--- src/rtl/mme_pkg.sv ---
`timescale 1ns / 1ps
// ----------------------------------------------------------------------------
// mme_pkg: shared types and constants of the matrix multiply engine
// Sizes, fixed-point format, item structs and command/status codes.
// ----------------------------------------------------------------------------
package mme_pkg;

  // Largest matrix dimension; the stores hold MAX_DIM x MAX_DIM entries.
  localparam int MAX_DIM   = 16;
  localparam int IDX_W     = $clog2(MAX_DIM);
  localparam int ADDR_W    = 2 * IDX_W;
  localparam int DEPTH     = MAX_DIM * MAX_DIM;

  // Q4.12 elements, products summed in a wide signed accumulator.
  localparam int FRAC_BITS = 12;
  localparam int DATA_W    = 16;
  localparam int PROD_W    = 2 * DATA_W;
  localparam int ACC_W     = PROD_W + IDX_W + 1;

  // Item fields with widths fixed by the interface.
  localparam int CMD_W     = 2;
  localparam int ROW_W     = 4;
  localparam int COL_W     = 4;
  localparam int STATUS_W  = 2;
  localparam int SIZE_W    = 5;
  localparam int CFG_IDX_W = 2;

  localparam logic [CMD_W-1:0] CMD_LOAD_A  = 2'd0;
  localparam logic [CMD_W-1:0] CMD_LOAD_B  = 2'd1;
  localparam logic [CMD_W-1:0] CMD_COMPUTE = 2'd2;

  localparam logic [STATUS_W-1:0] ST_OK    = 2'd0;
  localparam logic [STATUS_W-1:0] ST_RANGE = 2'd1;
  localparam logic [STATUS_W-1:0] ST_SAT   = 2'd2;

  localparam logic [CFG_IDX_W-1:0] REG_ROWS_FIRST  = 2'd0;
  localparam logic [CFG_IDX_W-1:0] REG_INNER_SIZE  = 2'd1;
  localparam logic [CFG_IDX_W-1:0] REG_COLS_SECOND = 2'd2;

  localparam logic [SIZE_W-1:0] SIZE_RESET = SIZE_W'(16);

  typedef struct packed {
    logic [CMD_W-1:0]         cmd;
    logic [ROW_W-1:0]         row_index;
    logic [COL_W-1:0]         col_index;
    logic signed [DATA_W-1:0] element_value;
  } in_item_t;

  typedef struct packed {
    logic signed [DATA_W-1:0] product_value;
    logic [STATUS_W-1:0]      status;
  } out_item_t;

  // Control from the sequencer to the multiply-accumulate unit.
  typedef struct packed {
    logic clear;       // start of a dot product
    logic data_valid;  // store read data valid this cycle
  } mac_ctrl_t;

endpackage

--- src/rtl/mme_mac.sv ---
`timescale 1ns / 1ps
// ----------------------------------------------------------------------------
// mme_mac: multiply-accumulate and rescale unit
// Registered 16x16 multiply, wide accumulator, round and saturate to Q4.12.
// ----------------------------------------------------------------------------
module mme_mac (
  input  logic                             clk,
  input  logic                             rst_n,
  input  mme_pkg::mac_ctrl_t               ctrl,
  input  logic signed [mme_pkg::DATA_W-1:0] a_data,
  input  logic signed [mme_pkg::DATA_W-1:0] b_data,
  output logic                             busy,
  output logic signed [mme_pkg::DATA_W-1:0] result,
  output logic                             saturated
);
  import mme_pkg::*;

  localparam logic signed [ACC_W-1:0] ROUND_BIAS =
    (FRAC_BITS > 0) ? ACC_W'(1) <<< (FRAC_BITS - 1) : '0;
  localparam logic signed [ACC_W-1:0] SAT_MAX = ACC_W'((1 << (DATA_W - 1)) - 1);
  localparam logic signed [ACC_W-1:0] SAT_MIN = -(ACC_W'(1) <<< (DATA_W - 1));

  logic                     prod_v_r;
  logic signed [PROD_W-1:0] prod_r;
  logic signed [ACC_W-1:0]  acc_r;
  logic signed [ACC_W-1:0]  rounded;
  logic signed [ACC_W-1:0]  scaled;
  logic                     sat_hi;
  logic                     sat_lo;

  always_ff @(posedge clk) begin
    if (!rst_n) begin
      prod_v_r <= 1'b0;
    end else begin
      prod_v_r <= ctrl.data_valid;
    end
  end

  always_ff @(posedge clk) begin
    prod_r <= a_data * b_data;
    if (ctrl.clear) begin
      acc_r <= '0;
    end else if (prod_v_r) begin
      acc_r <= acc_r + ACC_W'(prod_r);
    end
  end

  // Round to nearest, ties up, then floor shift.
  always_comb begin
    rounded   = acc_r + ROUND_BIAS;
    scaled    = rounded >>> FRAC_BITS;
    sat_hi    = scaled > SAT_MAX;
    sat_lo    = scaled < SAT_MIN;
    saturated = sat_hi || sat_lo;
    if (sat_hi) begin
      result = SAT_MAX[DATA_W-1:0];
    end else if (sat_lo) begin
      result = SAT_MIN[DATA_W-1:0];
    end else begin
      result = scaled[DATA_W-1:0];
    end
  end

  assign busy = prod_v_r;

endmodule

--- config.mk ---
export PLATFORM = sky130hd
export DESIGN_NAME = mme_mac
export DESIGN_NICKNAME = d
export VERILOG_FILES = /design/src/rtl/mme_pkg.sv /design/src/rtl/mme_mac.sv
export SDC_FILE = /design/constraint.sdc
export NUM_CORES = 1
export LEC_CHECK = 0
export BUFFER_PORTS_ARGS = -buffer_cell sky130_fd_sc_hd__buf_2
export CORE_MARGIN = 2
export CORE_UTILIZATION = 65
export DETAILED_ROUTE_END_ITERATION = 8
export PLACE_DENSITY = 0.89
export SKIP_CTS_REPAIR_TIMING = 1
export SLEW_MARGIN = 20
export SYNTH_ARGS = -nofsm -noshare
export SYNTH_HDL_FRONTEND = slang
export SYNTH_SLANG_ARGS = --single-unit
export TNS_END_PERCENT = 5
--- constraint.sdc ---
create_clock -name clk -period 12.9 [get_ports clk]
set_clock_uncertainty 0.1 [all_clocks]
set_input_delay 1.935 -clock clk [delete_from_list [all_inputs] [get_ports clk]]
set_output_delay 1.935 -clock clk [all_outputs]
set_load 0.02 [all_outputs]
## After elaboration in Yosys (flattened, before gate mapping)

Cells that the tools add are included.

| word-level totals | value |
|---|---|
| flip-flop bits (word level) | 70 |
| latch bits | 0 |
| memory bits (writable) | 0 |
| ROM bits | 0 |
| input bits | 36 |
| output and inout bits | 18 |
| logic and storage cells | 11 |
| memories kept | 0 |

| operators by class | value |
|---|---|
| add/subtract/negate cells | 2 |
| $mul | 1 |
| div/mod/pow operators | 0 |
| $lt $le $gt $ge | 2 |
| equal/unequal tests | 0 |
| shifts and indexed selects | 0 |
| multiplexer cells | 2 |
| bitwise gates (word level) | 0 |
| reduce and logical (&&, ||, !) cells | 1 |

Operator list:

| cell | count |
|---|---|
| 37-bit by 13-bit adder with 37-bit output (second input constant) | 1 |
| 37-bit by 32-bit adder with 37-bit output | 1 |
| 16-bit by 16-bit multiplier with 32-bit output | 1 |
| 16-bit 2-to-1 mux | 2 |
| 25-bit by 16-bit greater-than comparator with 1-bit output (second input constant) | 1 |
| 25-bit by 16-bit < comparator with 1-bit output (second input constant) | 1 |
| 1-bit logical OR | 1 |

## Depth between registers and ports, before layout

| logic depth | value |
|---|---|
| depth after elaboration | 4 |
| gate-level depth with buffers | 25 |
| mapped depth without buffers | 23 |

## Worst setup path before layout

OpenSTA, ideal clock, no wires.

| path | value |
|---|---|
| path type | input to register |
| start | in a_data[15] in the netlist's numbering |
| end | reg prod_r[31] |
| setup time | 72 ps |
| arrival | 7,677 ps |
| data required time | 12,728 ps |
| setup slack | 5,051 ps |
| stages on the path | 20 |
| cell sequence | clkbuf_1 -> nand2_1 -> fa_1 -> inv_1 -> fa_1 -> fa_1 -> fa_1 -> fa_1 -> inv_1 -> fa_1 -> inv_1 -> ha_1 -> a21oi_1 -> nor2b_1 -> o21ai_0 -> o311ai_0 -> o41ai_1 -> o2111ai_1 -> a21oi_1 -> xnor2_1 |

| on the way | value |
|---|---|
| word-level cells in the longest chain between the ends | 1 |

RTL lines:

| element | RTL line | source |
|---|---|---|
| from (decl) | mme_mac.sv:10 | `input logic signed [mme_pkg::DATA_W-1:0] a_data,` |
| 16-bit by 16-bit multiplier with 32-bit output | mme_mac.sv:40 | `prod_r <= a_data * b_data;` |
| to (signal assigned) | mme_mac.sv:40 |  |
| to (decl) | mme_mac.sv:24 | `logic signed [PROD_W-1:0] prod_r;` |

No other way between the ends.
A chain may end at the register's enable or synchronous reset.

## Worst setup path in the final report

Ends and elaborated chain as after synthesis.

==> key figures <==
Outcome
  – Status: finished, final reports clean

Cells and area
  – # diodes: 0
  – Fraction of layout cells with a size suffix above 1: 0.0606
  – Final net count: 2079
  – Area delta synth->final: 5.05%

Timing
  – RSZ-0062 raised after global routing: no
  – Pins Over Slew Limit: 0
  – Tightest Pin Transition: 810 ps
  – Final setup violation count: 0
  – Final min period: 8070 ps
  – Relative slew slack: 0.460
  – Post-Route Setup TNS: 0 ps
  – Max Clock Freq: 124 MHz
  – Worst hold slack: 402 ps
  – Final Cycle Share: 0.626
  – Final-report hold violation count: 0

Critical path
  – CP Max Fanout: 16
  – Req. time, crit path: 13010 ps
  – Setup crit end kind: flop
  – Worst EP arrival: 8180 ps
  – Worst setup SP type: input pin
  – Worst Path Class, Setup: in -> reg

Synth
  – Ys Warns: 0
  – Post-synth EDFFs: 0
  – Largest family of logic cells by synthesized area: adder cells
  – Sequential element share of the synthesized area: 0.0969
  – Adder-cell share of the synthesized area: 0.467
  – Synth area leader: fa_1
  – Yosys top cell area share: 0.364
  – Top cells by area in the synthesized netlist: fa_1, ha_1, dfxtp_1
  – Synthesized flop and latch total: 70
  – Post-Synth XOR/XNOR Area: 0.0507
  – Cell count after synthesis: 1645
  – Top_reg_cell synth: dfxtp_1
  – Syn nets: 2063
  – Synthesized area: between 0.01 and 0.015 mm2
  – Mapped Avg Cell Area: a little under 9 um2
  – Synth Area in Compound Gates: 0.0979
  – Post-synth ARST share: 0
  – Synth cell types: 69
  – Post-synthesis mux area share: 0.0166
  – Synth Area in Simple Gates: 0.163

Worst hold path
  – Worst min path class: reg -> reg

Clock tree
  – CTS tree: yes
  – Cts bufs inserted: 9
  – Clock transition at path regs: 60 ps
  – Max H-tree Level: 3
  – Clock Sinks: 70
  – Clk Tree Root Cell: clkbuf_16
  – CTS Buffer Depth: 2
  – Clk Latency, worst-skew pair: approximately 340 ps

Die
  – Die H: 153 um
  – IO Count: 54
  – Die Width: 153 um
  – Core footprint: 0.0218 mm2
  – Initial Utilization: 0.662
  – Die area: around 0.023 mm2
  – Std cell rows: 54

GRT
  – Initial antenna violation count: 0
  – Largest net degree at the start of global routing: 47
  – Gr usage total: 0.287
  – Vias in the first global route: 11741
  – First-pass GRT wire length: roughly 55 mm
  – GR Overflow Total: 0

Detailed routing
  – Drt first pass iters: 6
  – Met1 WL: approximately 13 mm
  – Vias per cell: 5.74
  – Drt initial violations: 756
  – Via count: roughly 11000
  – Top layer in use: met4
  – Routed WL per cell: 16.4 um
  – Metal3 WL: between 2 and 2.5 mm
  – Final WL: 32.0 mm
  – Detail Route Antenna Nets: 0
  – WL met2: 15.5 mm
  – DRC violations left: 0

Placed design
  – IO buf count: between 50 and 60
  – Final HPWL DP: roughly 26 mm
  – Gpl congestion: roughly 0.94

Job
  – Max-Cap Viols: 0
cells in the mapped netlist, types with 3 or more instances:
cell	instances
or3_1	3
ha_1	119
and3_1	6
and2_1	130
clkbuf_1	44
a311o_1	4
o22ai_1	4
o21a_1	7
nor2b_1	5
a21oi_1	55
o21bai_1	9
nand3b_1	4
a211oi_1	11
a21o_1	20
mux2i_1	24
xor2_1	30
nand3_1	19
o21ai_2	10
xnor2_1	50
o31ai_1	3
fa_1	263
a31oi_1	6
o21ai_0	48
a311oi_1	4
nand2b_1	14
nor2_1	73
dfxtp_1	70
nor3_1	16
and3b_1	3
inv_1	355
nand2_1	166
nor4b_1	3
nor4_1	3
nand4_1	12
o2111ai_1	4
per-stage QoR:
step	util	instance area [um2]	instances	worst slack (ps)
finish	0.696	15200	1946	4830
global route	0.696	15200	1946	4370
CTS	0.696	15200	1946	4770
detailed placement	0.681	14900	1930	4420
global placement	0.681	14900	1930	4670
floorplan	-	14500	1645	5050
registers in the layout (all words and copies together) (netlist names):
register,flops
acc_r,37
busy,1
prod_r,32
layer usage:
| metal | track usage | vias up |
|---|---|---|
| met3 | 0.0544 | 51 |
| met2 | 0.486 | 491 |
| met5 | 0 | - |
| li1 | - | 5150 |
| met4 | 0.0794 | 0 |
| met1 | 0.381 | 5484 |
critical path, stage by stage:
cell       delay [ps]
buf_2             260
nand2_1           170
fa_1              580
inv_1              80
fa_1              970
fa_1              530
fa_1              470
fa_1              540
inv_1              50
fa_1              520
inv_1              40
ha_1              370
a21oi_1           170
nor2b_1            60
o21ai_0           130
o311ai_0          200
o41ai_1           610
o2111ai_1         210
a21oi_1           200
xnor2_1            80
path summary, 6_finish.rpt:
path	startpoint	end	slack, ps	depth (start not counted)
setup / recovery	a_data[15]	prod_r[31]$_DFF_P_	4830	20
hold reg to reg	acc_r[3]$_SDFFE_PP0P_	acc_r[3]$_SDFFE_PP0P_	400	2
hold / removal	acc_r[3]$_SDFFE_PP0P_	acc_r[3]$_SDFFE_PP0P_	400	2
setup reg to reg	acc_r[21]$_SDFFE_PP0P_	acc_r[34]$_SDFFE_PP0P_	9580	10
layout make-up:
cell class | count | area (um2)
clock buffers | 9 | 225
flip-flops and latches | 70 | 1400
well taps | 280 | 350
inverters | 355 | 1330
repair buffers | 54 | 273
clock inverters | 7 | 98.8
fillers | 1572 | 6640
multi-input cells | 1171 | 11500
kinds of logic after synthesis:
group | count (synthesis)
simple gates | 471
buf+inv | 404
fa+ha+maj | 382
compound gates | 212
xor+xnor | 82
flops | 70
mux | 24
cell usage in the layout (no fill, tap or decap), types with 16 or more instances in the layout:
cell	instances
o21ai_0	48
nor3_1	16
nand2_1	166
ha_1	119
xor2_1	30
inv_1	355
buf_2	53
nor2_1	73
xnor2_1	50
a21oi_1	55
fa_1	263
mux2i_1	24
and2_1	130
nand3_1	19
a21o_1	20
dfxtp_1	69
Power is left out: the tool's default activity adds up to more than one toggle a clock period on the data nets, which glitch-free logic cannot reach.
